## src/rtl/nvc_pkg.sv

```systemverilog
package nvc_pkg;

  // field widths
  localparam int unsigned OPCODE_W   = 8;
  localparam int unsigned ID_W       = 16;
  localparam int unsigned LBA_W      = 64;
  localparam int unsigned NLB_W      = 16;
  localparam int unsigned ADDR_W     = 64;
  localparam int unsigned PTR_W      = 16;
  localparam int unsigned STATUS_W   = 2;
  localparam int unsigned DIR_W      = 2;
  localparam int unsigned OFFSET_W   = 52;
  localparam int unsigned LENGTH_W   = 29;
  localparam int unsigned DEV_BLK_W  = 41;
  localparam int unsigned BLK_BYTES_W = 13;
  localparam int unsigned CFG_IDX_W  = 8;
  localparam int unsigned CFG_DATA_W = 64;

  // command opcodes
  localparam logic [OPCODE_W-1:0] OP_FLUSH = 8'h00;
  localparam logic [OPCODE_W-1:0] OP_WRITE = 8'h01;
  localparam logic [OPCODE_W-1:0] OP_READ  = 8'h02;

  // completion status codes
  localparam logic [STATUS_W-1:0] ST_OK         = 2'd0;
  localparam logic [STATUS_W-1:0] ST_BAD_OPCODE = 2'd1;
  localparam logic [STATUS_W-1:0] ST_BAD_FIELD  = 2'd2;

  // dma direction codes
  localparam logic [DIR_W-1:0] DIR_NONE     = 2'd0;
  localparam logic [DIR_W-1:0] DIR_TO_HOST  = 2'd1;
  localparam logic [DIR_W-1:0] DIR_TO_DEV   = 2'd2;

  // configuration register indexes
  localparam logic [CFG_IDX_W-1:0] CFG_DEVICE_BLOCKS    = 8'd0;
  localparam logic [CFG_IDX_W-1:0] CFG_BLOCK_BYTES      = 8'd1;
  localparam logic [CFG_IDX_W-1:0] CFG_SUBMISSION_DEPTH = 8'd2;
  localparam logic [CFG_IDX_W-1:0] CFG_COMPLETION_DEPTH = 8'd3;

  // configuration reset values
  localparam logic [DEV_BLK_W-1:0]   RST_DEVICE_BLOCKS = 41'd1048576;
  localparam logic [BLK_BYTES_W-1:0] RST_BLOCK_BYTES   = 13'd512;
  localparam logic [PTR_W-1:0]       RST_DEPTH         = 16'd64;

  typedef struct packed {
    logic [DEV_BLK_W-1:0]   device_blocks;
    logic [BLK_BYTES_W-1:0] block_bytes;
    logic [PTR_W-1:0]       submission_depth;
    logic [PTR_W-1:0]       completion_depth;
  } cfg_t;

  typedef struct packed {
    logic [OPCODE_W-1:0] opcode;
    logic [ID_W-1:0]     command_id;
    logic [LBA_W-1:0]    first_lba;
    logic [NLB_W-1:0]    blocks_minus_one;
    logic [ADDR_W-1:0]   buffer_address;
  } cmd_t;

  // queue pointer view before advance
  typedef struct packed {
    logic [PTR_W-1:0] tail;
    logic [PTR_W-1:0] head;
    logic             phase;
  } ptr_t;

  typedef struct packed {
    logic [PTR_W-1:0]    completion_slot;
    logic [PTR_W-1:0]    head_report;
    logic [ID_W-1:0]     echo_id;
    logic [STATUS_W-1:0] status;
    logic                phase;
    logic [DIR_W-1:0]    dma_direction;
    logic [ADDR_W-1:0]   dma_host_address;
    logic [OFFSET_W-1:0] dma_device_offset;
    logic [LENGTH_W-1:0] dma_length;
  } cpl_t;

endpackage

```

## src/rtl/nvc_cfg_if.sv

```systemverilog
interface nvc_cfg_if;
  import nvc_pkg::*;

  logic                  valid;
  logic                  ready;
  logic [CFG_IDX_W-1:0]  reg_index;
  logic [CFG_DATA_W-1:0] wr_data;

  modport source (output valid, reg_index, wr_data, input ready);
  modport sink (input valid, reg_index, wr_data, output ready);
endinterface

```

## src/rtl/nvc_in_if.sv

```systemverilog
interface nvc_in_if;
  import nvc_pkg::*;

  logic                valid;
  logic                ready;
  logic [OPCODE_W-1:0] opcode;
  logic [ID_W-1:0]     command_id;
  logic [LBA_W-1:0]    first_lba;
  logic [NLB_W-1:0]    blocks_minus_one;
  logic [ADDR_W-1:0]   buffer_address;

  modport source (output valid, opcode, command_id, first_lba, blocks_minus_one,
                  buffer_address, input ready);
  modport sink (input valid, opcode, command_id, first_lba, blocks_minus_one,
                buffer_address, output ready);
endinterface

```

## src/rtl/nvc_out_if.sv

```systemverilog
interface nvc_out_if;
  import nvc_pkg::*;

  logic                valid;
  logic                ready;
  logic [PTR_W-1:0]    completion_slot;
  logic [PTR_W-1:0]    head_report;
  logic [ID_W-1:0]     echo_id;
  logic [STATUS_W-1:0] status;
  logic                phase;
  logic [DIR_W-1:0]    dma_direction;
  logic [ADDR_W-1:0]   dma_host_address;
  logic [OFFSET_W-1:0] dma_device_offset;
  logic [LENGTH_W-1:0] dma_length;

  modport source (output valid, completion_slot, head_report, echo_id, status, phase,
                  dma_direction, dma_host_address, dma_device_offset, dma_length,
                  input ready);
  modport sink (input valid, completion_slot, head_report, echo_id, status, phase,
                dma_direction, dma_host_address, dma_device_offset, dma_length,
                output ready);
endinterface

```

## src/rtl/nvc_cfg_regs.sv

```systemverilog
module nvc_cfg_regs (
  input  logic                           clk,
  input  logic                           rst_n,
  input  logic                           wr_en,
  input  logic [nvc_pkg::CFG_IDX_W-1:0]  wr_index,
  input  logic [nvc_pkg::CFG_DATA_W-1:0] wr_data,
  output nvc_pkg::cfg_t                  cfg
);
  import nvc_pkg::*;

  cfg_t cfg_r;
  cfg_t cfg_nxt;

  // decode the register write, unknown indexes are dropped
  always_comb begin
    cfg_nxt = cfg_r;
    if (wr_en) begin
      unique case (wr_index)
        CFG_DEVICE_BLOCKS:    cfg_nxt.device_blocks    = wr_data[DEV_BLK_W-1:0];
        CFG_BLOCK_BYTES:      cfg_nxt.block_bytes      = wr_data[BLK_BYTES_W-1:0];
        CFG_SUBMISSION_DEPTH: cfg_nxt.submission_depth = wr_data[PTR_W-1:0];
        CFG_COMPLETION_DEPTH: cfg_nxt.completion_depth = wr_data[PTR_W-1:0];
        default:              cfg_nxt = cfg_r;
      endcase
    end
  end

  always_ff @(posedge clk) begin
    if (!rst_n) begin
      cfg_r.device_blocks    <= RST_DEVICE_BLOCKS;
      cfg_r.block_bytes      <= RST_BLOCK_BYTES;
      cfg_r.submission_depth <= RST_DEPTH;
      cfg_r.completion_depth <= RST_DEPTH;
    end else begin
      cfg_r <= cfg_nxt;
    end
  end

  assign cfg = cfg_r;
endmodule

```

## src/rtl/nvc_queue_ptrs.sv

```systemverilog
module nvc_queue_ptrs (
  input  logic                      clk,
  input  logic                      rst_n,
  input  logic                      advance,
  input  logic [nvc_pkg::PTR_W-1:0] sq_depth,
  input  logic [nvc_pkg::PTR_W-1:0] cq_depth,
  output nvc_pkg::ptr_t             ptrs
);
  import nvc_pkg::*;

  logic [PTR_W-1:0] tail_r, tail_nxt;
  logic [PTR_W-1:0] head_r, head_nxt;
  logic             phase_r, phase_nxt;
  logic [PTR_W:0]   tail_inc, head_inc;
  logic [PTR_W:0]   cq_limit, sq_limit;

  // a depth of zero acts as the full 16-bit range
  assign cq_limit = {(cq_depth == '0), cq_depth};
  assign sq_limit = {(sq_depth == '0), sq_depth};
  assign tail_inc = {1'b0, tail_r} + 1'b1;
  assign head_inc = {1'b0, head_r} + 1'b1;

  // wrap pointers, the tail wrap flips the phase
  always_comb begin
    tail_nxt  = tail_r;
    head_nxt  = head_r;
    phase_nxt = phase_r;
    if (advance) begin
      if (tail_inc >= cq_limit) begin
        tail_nxt  = '0;
        phase_nxt = ~phase_r;
      end else begin
        tail_nxt = tail_inc[PTR_W-1:0];
      end
      if (head_inc >= sq_limit) begin
        head_nxt = '0;
      end else begin
        head_nxt = head_inc[PTR_W-1:0];
      end
    end
  end

  always_ff @(posedge clk) begin
    if (!rst_n) begin
      tail_r  <= '0;
      head_r  <= '0;
      phase_r <= 1'b1;
    end else begin
      tail_r  <= tail_nxt;
      head_r  <= head_nxt;
      phase_r <= phase_nxt;
    end
  end

  assign ptrs.tail  = tail_r;
  assign ptrs.head  = head_r;
  assign ptrs.phase = phase_r;
endmodule

```

## src/rtl/nvc_cmd_eval.sv

```systemverilog
module nvc_cmd_eval (
  input  nvc_pkg::cmd_t cmd,
  input  nvc_pkg::cfg_t cfg,
  input  nvc_pkg::ptr_t ptrs,
  output nvc_pkg::cpl_t cpl
);
  import nvc_pkg::*;

  localparam int unsigned CNT_W  = NLB_W + 1;
  localparam int unsigned END_W  = DEV_BLK_W + 1;
  localparam int unsigned OPROD_W = DEV_BLK_W + BLK_BYTES_W;
  localparam int unsigned LPROD_W = CNT_W + BLK_BYTES_W;

  logic [CNT_W-1:0]   count;
  logic [END_W-1:0]   end_blk;
  logic               lba_high_zero;
  logic               range_ok;
  logic               is_rw;
  logic [OPROD_W-1:0] offset_prod;
  logic [LPROD_W-1:0] length_prod;

  // exact range check: start plus count must not pass the device size
  assign count         = {1'b0, cmd.blocks_minus_one} + 1'b1;
  assign lba_high_zero = (cmd.first_lba[LBA_W-1:DEV_BLK_W] == '0);
  assign end_blk       = {1'b0, cmd.first_lba[DEV_BLK_W-1:0]} + END_W'(count);
  assign range_ok      = lba_high_zero && (end_blk <= {1'b0, cfg.device_blocks});
  assign is_rw         = (cmd.opcode == OP_READ) || (cmd.opcode == OP_WRITE);

  // byte offset and length products
  assign offset_prod = OPROD_W'(cmd.first_lba[DEV_BLK_W-1:0]) * OPROD_W'(cfg.block_bytes);
  assign length_prod = LPROD_W'(count) * LPROD_W'(cfg.block_bytes);

  // status and dma request
  always_comb begin
    cpl.completion_slot   = ptrs.tail;
    cpl.head_report       = ptrs.head;
    cpl.echo_id           = cmd.command_id;
    cpl.phase             = ptrs.phase;
    cpl.status            = ST_OK;
    cpl.dma_direction     = DIR_NONE;
    cpl.dma_host_address  = '0;
    cpl.dma_device_offset = '0;
    cpl.dma_length        = '0;
    if (is_rw) begin
      if (!range_ok) begin
        cpl.status = ST_BAD_FIELD;
      end else begin
        cpl.dma_direction     = (cmd.opcode == OP_READ) ? DIR_TO_HOST : DIR_TO_DEV;
        cpl.dma_host_address  = cmd.buffer_address;
        cpl.dma_device_offset = offset_prod[OFFSET_W-1:0];
        cpl.dma_length        = length_prod[LENGTH_W-1:0];
      end
    end else if (cmd.opcode != OP_FLUSH) begin
      cpl.status = ST_BAD_OPCODE;
    end
  end
endmodule

```

## src/rtl/nvme_io_command_completer.sv

```systemverilog
// channel  | dir | handshake    | contents
// cfg_ch   | in  | valid/ready  | reg_index, wr_data (always ready)
// in_ch    | in  | valid/ready  | one fetched submission entry
// out_ch   | out | valid/ready  | one completion plus dma request
//
// one command per cycle sustained unless out_ch stalls; an accepted command goes
// through the input register, then evaluation into the result register
// the 41x13 offset multiply sets the critical path between the two registers
// synchronous active-low reset: queue pointers zero, phase one, config defaults
// a stalled output holds its entry; the input register keeps accepting until full
module nvme_io_command_completer (
  input logic        clk,
  input logic        rst_n,
  nvc_cfg_if.sink    cfg_ch,
  nvc_in_if.sink     in_ch,
  nvc_out_if.source  out_ch
);
  import nvc_pkg::*;

  cfg_t cfg;
  ptr_t ptrs;
  cpl_t cpl;
  cmd_t in_cmd;

  logic s1_valid_r, s1_valid_nxt;
  cmd_t s1_cmd_r;
  logic out_valid_r, out_valid_nxt;
  cpl_t out_cpl_r;
  logic out_take;
  logic s1_move;
  logic in_fire;

  // configuration registers
  assign cfg_ch.ready = 1'b1;

  nvc_cfg_regs u_cfg (
    .clk      (clk),
    .rst_n    (rst_n),
    .wr_en    (cfg_ch.valid),
    .wr_index (cfg_ch.reg_index),
    .wr_data  (cfg_ch.wr_data),
    .cfg      (cfg)
  );

  // pipeline flow control
  assign out_take    = !out_valid_r || out_ch.ready;
  assign s1_move     = s1_valid_r && out_take;
  assign in_ch.ready = !s1_valid_r || out_take;
  assign in_fire     = in_ch.valid && in_ch.ready;

  assign in_cmd.opcode           = in_ch.opcode;
  assign in_cmd.command_id       = in_ch.command_id;
  assign in_cmd.first_lba        = in_ch.first_lba;
  assign in_cmd.blocks_minus_one = in_ch.blocks_minus_one;
  assign in_cmd.buffer_address   = in_ch.buffer_address;

  // queue pointers advance as a command leaves the input register
  nvc_queue_ptrs u_ptrs (
    .clk      (clk),
    .rst_n    (rst_n),
    .advance  (s1_move),
    .sq_depth (cfg.submission_depth),
    .cq_depth (cfg.completion_depth),
    .ptrs     (ptrs)
  );

  nvc_cmd_eval u_eval (
    .cmd  (s1_cmd_r),
    .cfg  (cfg),
    .ptrs (ptrs),
    .cpl  (cpl)
  );

  // valid bits
  always_comb begin
    s1_valid_nxt  = s1_valid_r;
    out_valid_nxt = out_valid_r;
    if (in_ch.ready) begin
      s1_valid_nxt = in_fire;
    end
    if (out_take) begin
      out_valid_nxt = s1_valid_r;
    end
  end

  always_ff @(posedge clk) begin
    if (!rst_n) begin
      s1_valid_r  <= 1'b0;
      out_valid_r <= 1'b0;
    end else begin
      s1_valid_r  <= s1_valid_nxt;
      out_valid_r <= out_valid_nxt;
    end
  end

  // payload registers
  always_ff @(posedge clk) begin
    if (in_fire) begin
      s1_cmd_r <= in_cmd;
    end
    if (s1_move) begin
      out_cpl_r <= cpl;
    end
  end

  assign out_ch.valid             = out_valid_r;
  assign out_ch.completion_slot   = out_cpl_r.completion_slot;
  assign out_ch.head_report       = out_cpl_r.head_report;
  assign out_ch.echo_id           = out_cpl_r.echo_id;
  assign out_ch.status            = out_cpl_r.status;
  assign out_ch.phase             = out_cpl_r.phase;
  assign out_ch.dma_direction     = out_cpl_r.dma_direction;
  assign out_ch.dma_host_address  = out_cpl_r.dma_host_address;
  assign out_ch.dma_device_offset = out_cpl_r.dma_device_offset;
  assign out_ch.dma_length        = out_cpl_r.dma_length;
endmodule

```

## src/flat_wrapper.sv

```systemverilog
// flat-port wrapper written by rule: the top's interface ports become plain ports
module nvme_io_command_completer_flat import nvc_pkg::*;
  (clk, rst_n, cfg_ch_valid, cfg_ch_reg_index, cfg_ch_wr_data, cfg_ch_ready, in_ch_valid, in_ch_opcode, in_ch_command_id, in_ch_first_lba, in_ch_blocks_minus_one, in_ch_buffer_address, in_ch_ready, out_ch_valid, out_ch_completion_slot, out_ch_head_report, out_ch_echo_id, out_ch_status, out_ch_phase, out_ch_dma_direction, out_ch_dma_host_address, out_ch_dma_device_offset, out_ch_dma_length, out_ch_ready);
  nvc_cfg_if cfg_ch_i ();
  nvc_in_if in_ch_i ();
  nvc_out_if out_ch_i ();
  input logic clk;
  input logic rst_n;
  input wire logic [$bits(cfg_ch_i.valid)-1:0] cfg_ch_valid;
  input wire logic [$bits(cfg_ch_i.reg_index)-1:0] cfg_ch_reg_index;
  input wire logic [$bits(cfg_ch_i.wr_data)-1:0] cfg_ch_wr_data;
  output wire logic [$bits(cfg_ch_i.ready)-1:0] cfg_ch_ready;
  input wire logic [$bits(in_ch_i.valid)-1:0] in_ch_valid;
  input wire logic [$bits(in_ch_i.opcode)-1:0] in_ch_opcode;
  input wire logic [$bits(in_ch_i.command_id)-1:0] in_ch_command_id;
  input wire logic [$bits(in_ch_i.first_lba)-1:0] in_ch_first_lba;
  input wire logic [$bits(in_ch_i.blocks_minus_one)-1:0] in_ch_blocks_minus_one;
  input wire logic [$bits(in_ch_i.buffer_address)-1:0] in_ch_buffer_address;
  output wire logic [$bits(in_ch_i.ready)-1:0] in_ch_ready;
  output wire logic [$bits(out_ch_i.valid)-1:0] out_ch_valid;
  output wire logic [$bits(out_ch_i.completion_slot)-1:0] out_ch_completion_slot;
  output wire logic [$bits(out_ch_i.head_report)-1:0] out_ch_head_report;
  output wire logic [$bits(out_ch_i.echo_id)-1:0] out_ch_echo_id;
  output wire logic [$bits(out_ch_i.status)-1:0] out_ch_status;
  output wire logic [$bits(out_ch_i.phase)-1:0] out_ch_phase;
  output wire logic [$bits(out_ch_i.dma_direction)-1:0] out_ch_dma_direction;
  output wire logic [$bits(out_ch_i.dma_host_address)-1:0] out_ch_dma_host_address;
  output wire logic [$bits(out_ch_i.dma_device_offset)-1:0] out_ch_dma_device_offset;
  output wire logic [$bits(out_ch_i.dma_length)-1:0] out_ch_dma_length;
  input wire logic [$bits(out_ch_i.ready)-1:0] out_ch_ready;
  assign cfg_ch_i.valid = cfg_ch_valid;
  assign cfg_ch_i.reg_index = cfg_ch_reg_index;
  assign cfg_ch_i.wr_data = cfg_ch_wr_data;
  assign cfg_ch_ready = cfg_ch_i.ready;
  assign in_ch_i.valid = in_ch_valid;
  assign in_ch_i.opcode = in_ch_opcode;
  assign in_ch_i.command_id = in_ch_command_id;
  assign in_ch_i.first_lba = in_ch_first_lba;
  assign in_ch_i.blocks_minus_one = in_ch_blocks_minus_one;
  assign in_ch_i.buffer_address = in_ch_buffer_address;
  assign in_ch_ready = in_ch_i.ready;
  assign out_ch_valid = out_ch_i.valid;
  assign out_ch_completion_slot = out_ch_i.completion_slot;
  assign out_ch_head_report = out_ch_i.head_report;
  assign out_ch_echo_id = out_ch_i.echo_id;
  assign out_ch_status = out_ch_i.status;
  assign out_ch_phase = out_ch_i.phase;
  assign out_ch_dma_direction = out_ch_i.dma_direction;
  assign out_ch_dma_host_address = out_ch_i.dma_host_address;
  assign out_ch_dma_device_offset = out_ch_i.dma_device_offset;
  assign out_ch_dma_length = out_ch_i.dma_length;
  assign out_ch_i.ready = out_ch_ready;
  nvme_io_command_completer u_core (.clk(clk), .rst_n(rst_n), .cfg_ch(cfg_ch_i), .in_ch(in_ch_i), .out_ch(out_ch_i));
endmodule
```

## config.mk

```make
export PLATFORM = sky130hd
export DESIGN_NAME = nvme_io_command_completer_flat
export DESIGN_NICKNAME = d
export VERILOG_FILES = /design/src/rtl/nvc_pkg.sv /design/src/rtl/nvc_cfg_if.sv /design/src/rtl/nvc_in_if.sv /design/src/rtl/nvc_out_if.sv /design/src/rtl/nvc_cfg_regs.sv /design/src/rtl/nvc_queue_ptrs.sv /design/src/rtl/nvc_cmd_eval.sv /design/src/rtl/nvme_io_command_completer.sv /design/src/flat_wrapper.sv
export SDC_FILE = /design/constraint.sdc
export NUM_CORES = 2
export LEC_CHECK = 0
export CORE_ASPECT_RATIO = 0.9
export CORE_MARGIN = 2
export CORE_UTILIZATION = 60
export DETAILED_ROUTE_END_ITERATION = 10
export DONT_BUFFER_PORTS = 1
export GPL_TIMING_DRIVEN = 1
export PLACE_DENSITY_LB_ADDON = 0.15
export SYNTH_ARGS = -nofsm -noshare
export SYNTH_HDL_FRONTEND = slang
export SYNTH_SLANG_ARGS = --single-unit
```

## constraint.sdc

```tcl
create_clock -name clk -period 9 [get_ports clk]
set_input_delay 0.9 -clock clk [delete_from_list [all_inputs] [get_ports clk]]
set_output_delay 0.9 -clock clk [all_outputs]
set_load 0.005 [all_outputs]
```

==> summary.md <==
| Metric | Value |
|---|---|
| Commonest non-fill, non-tap cell in the layout | inv_1 |
| Num ports | 446 |
| Sw frac | 25.1% |
| Mapped Area | 43700 um2 |
| Setup violators final | 0 |
| Run status | completed |
| Synth warnings | 0 |
| Hold Path Class | input pin to flip-flop |
| Flop pwr share | 50.3% |
| Internal | about 4 mW |
| Maximum fanout along the worst path | 46 |
| Skew-Pair Late Insertion Delay | 640 ps |
| Slew margin rel. | 22.9% |
| Grt total ovfl | 0 |
| Initial antenna violation count | 2 |
| FF-to-FF setup slack | between 1500 and 2000 ps |
| Async set-reset flop share out of synthesis | 0% |
| Worst path bufs/invs | 3 |
| TNS Setup | 0 ps |
| CTS tree | built |
| Syn Nets | 5489 |
| DRT Pass-1 Iters | 8 |
| First-pass GRT wire length | 167000 um |
| Maxcap violations | 0 |
| Largest net degree at the start of global routing | 126 |
| Logic gate share of total power | 8.7% |
| Area delta synth->final | 5.61% |
| Post-route minimum period | roughly 7400 ps |
| Via count | roughly 30k |
| IO buf count | 0 |
| Met3 routed wirelength | 6650 um |
| Total clock sinks | 487 |
| DRC | 0 |
| Number of synthesized flops with an enable pin | ~370 |
| Vias in the first global route | 30.6k |
| Seq cells post-synth | 487 |
| Clock Pin Slew Worst Setup and Hold Paths | 60 ps |
| Gpl congestion | just under 0.9 |
| Peak supply drop | 0.192 mV |
| H-tree Lvls | 2 |
| Fin Clk Skew | 47.4 ps |
| Core area | 71800 um2 |
| DRT Wirelength | 103000 um |
| Tcrit/Tclk final | roughly 83% |
| All-Layer GR Usage | between 20% and 30% |
| Die X | 289 um |
| Least-Margin Pin Slew | 1160 ps |
| Cts repair resizes | 0 |
| Crit path capture type | flip-flop |
| Via-to-Cell Ratio | 5.64 |
| Met1 Routed Length | between 40000 and 50000 um |
| Worst EP required | between 9000 and 10000 ps |
| Die Span Y | 260 um |
| Sw Pwr | 1.30 mW |
| Root Buffer | clkbuf_16 |
| Clock buffer depth | 3 |
| CP top delay family | simple AND/OR/NAND/NOR gates |
| Metal2 WL | 50500 um |
| RSZ-0062 raised after global routing | false |
| Max incr delay on CP | 580 ps |
| Worst setup startpoint | u_core.s1_cmd_r[64] |
| Initial Util | 60.9% |
| Post-CTS setup buffers | 0 |
| Post-placement cell count | slightly above 5k |
| Non-Filler Instances | 5273 |
| Wirelength per Cell | about 20 um |
| CP arrival | 7900 ps |
| Static Leak | around 20 nW |
| Share of cells above drive strength 1 | 3.59% |
| Num CTS Buffers | approximately 50 |
| Sequential-to-total area share from yosys stat | 30.7% |
| Top_reg_cell synth | edfxtp_1 |
| Reg2reg end | u_core.out_ch.dma_device_offset[9] |
| Hpwl dp | 76300 um |
| Critical Path Slowest Stage Cell | or2_2 |
| # rows | 93 |
| Hold_buf cts | 0 |
| CP endpoint | u_core.out_ch.dma_device_offset[9] |
| Slew Viols, Final | 0 |
| Post-Synthesis Cells | ~4.4k |
| Worst reg2reg path startpoint | u_core.s1_cmd_r[64] |
| Layout net count | 5377 |
| Synth unique cells | 80 |
| Number of antenna-violating nets in the routed design | 0 |
| Pwr Density | 112 nW/um2 |
| Syn avg cell area | 9.95 um2 |
| Max Fclk | 0.134 GHz |
| Most frequent cells in the layout | 750 x inv_1, 632 x nand2_1, 593 x fa_1, 382 x and2_1, 366 x edfxtp_1 |
| Setup CP Type | flip-flop to flip-flop |
| DRT iter0 DRCs | 1783 |
| Levels on crit path | 27 |
| Top Layer Used | met4 |
| Startpoint types | flip-flop |
| Power share of the clock group | 41.0% |
| Final Hold Fails | 0 |
| Reg2Reg Depth | 27 |
| Total Die Area | 75000 um2 |
[area by class of cell]
type | count | area, um2
Multi-Input combinational cell | 2947 | 26700
Fill cell | 5772 | 25600
Sequential cell | 487 | 13400
Inverter | 752 | 2830
Clock buffer | 61 | 1310
Tap cell | 950 | 1190
Clock inverter | 29 | 372
Timing Repair Buffer | 45 | 363
Antenna cell | 2 | 5.00
[state kept, by name, indices dropped and copies added (netlist names), 2 cells and up]
register,count
u_core.out_ch.dma_direction,2
u_core.out_ch.completion_slot,16
u_core.out_ch.dma_device_offset,52
u_core.out_ch.head_report,16
u_core.u_cfg.cfg,86
u_core.out_ch.dma_host_address,64
u_core.u_ptrs.head_r,16
u_core.out_ch.echo_id,16
u_core.out_ch.status,2
u_core.u_ptrs.tail_r,16
u_core.s1_cmd_r,168
u_core.out_ch.dma_length,29
[logic make-up after synthesis]
family / Yosys count / share of synthesized area, %
other: 1 / 0.00858
AOI/OAI and AO/OA: 429 / 6.20
adders and majority gates: 850 / 34.5
DFF: 487 / 30.7
muxes: 45 / 1.03
xor gates and xnor gates: 147 / 2.95
and+or+nand+nor: 1475 / 16.3
buffers and inverters: 960 / 8.33
[metrics by stage]
step                      worst slack [ps]  hold WS, ps  power, mW  util (%)  cell area [um2]
after floorplan                       1930          400       2.95         -            43700
after global placement                1700          400       3.10      61.9            44500
after detailed placement              1620          405       3.10      61.9            44500
after CTS                             1610          307       5.23      64.3            46200
after global routing                   891          317       5.38      64.3            46200
final                                 1550          341       5.19      64.3            46200
[power by group through the flow]
stage | clock network, mW | logic, mW | registers [mW]
after floorplan | 0 | 0.348 | 2.60
after global placement | 0 | 0.440 | 2.66
after detailed placement | 0 | 0.447 | 2.66
after CTS | 2.17 | 0.450 | 2.61
after global routing | 2.25 | 0.510 | 2.62
final | 2.13 | 0.452 | 2.61
[Yosys cell counts, drive strengths merged (5+ instances only)]
master   instances  area [um2]
inv            751        2820
nor4            29         181
buf             20         111
a2111oi          6        52.6
a211oi          11        82.6
a211o            5        43.8
dfxtp          121        2420
nor2           192         723
nor3b            5        37.5
nor3            31         175
and3            36         225
nand3           69         350
nand2b          15        93.8
fa             593       11900
nand2          632        2370
a22oi            9        67.6
o21a            18         135
o21ai           91         455
edfxtp         366       11000
o211ai           8        60.1
o31ai            5        42.5
nand4           33         206
a21o            54         405
xor2            57         499
nor4b            8        70.1
clkbuf         188         707
and2           383        2400
mux2i           45         450
ha             257        3220
o21bai          14         105
a31oi           14        87.6
xnor2           90         788
a21oi          152         764
or3              7        43.8
nor2b           20         125
[metal layers]
metal / vias up / GRT usage, %
met2: 923 / 47.9
li1: 13668 / -
met5: - / 0
met1: 14968 / 38.8
met3: 157 / 4.19
met4: 0 / 7.44
[worst min-delay path by stage]
stage                                      to  cells past startpoint  slack, ps                 start
finish                   u_core.u_cfg.cfg[22]                      1        340                 rst_n
global route             u_core.u_cfg.cfg[22]                      1        320                 rst_n
CTS                      u_core.u_cfg.cfg[22]                      1        310                 rst_n
detailed placement  u_core.out_ch.echo_id[11]                      0        400  u_core.s1_cmd_r[155]
global placement    u_core.out_ch.echo_id[11]                      0        400  u_core.s1_cmd_r[155]
floorplan            u_core.out_ch.echo_id[0]                      0        400  u_core.s1_cmd_r[144]
[worst register-to-register path, cell delays in order (launching register included)]
cell	delay, ps
edfxtp_1	320
buf_4	220
ha_1	220
nand3_1	120
nor2_1	220
nand3_1	260
nor2_1	230
nand3_1	110
xnor2_1	150
buf_4	240
ha_1	330
a21oi_1	190
o221ai_1	150
a21oi_1	220
nor3b_1	360
a21o_1	310
nand2b_1	230
xnor2_1	150
ha_1	290
a2111oi_0	420
o21ai_0	160
o21ai_0	270
nand3b_1	110
o21ai_0	460
nand3_2	310
or2_2	580
buf_4	370
nor3_1	290
Power figures use the tool's default switching activity.
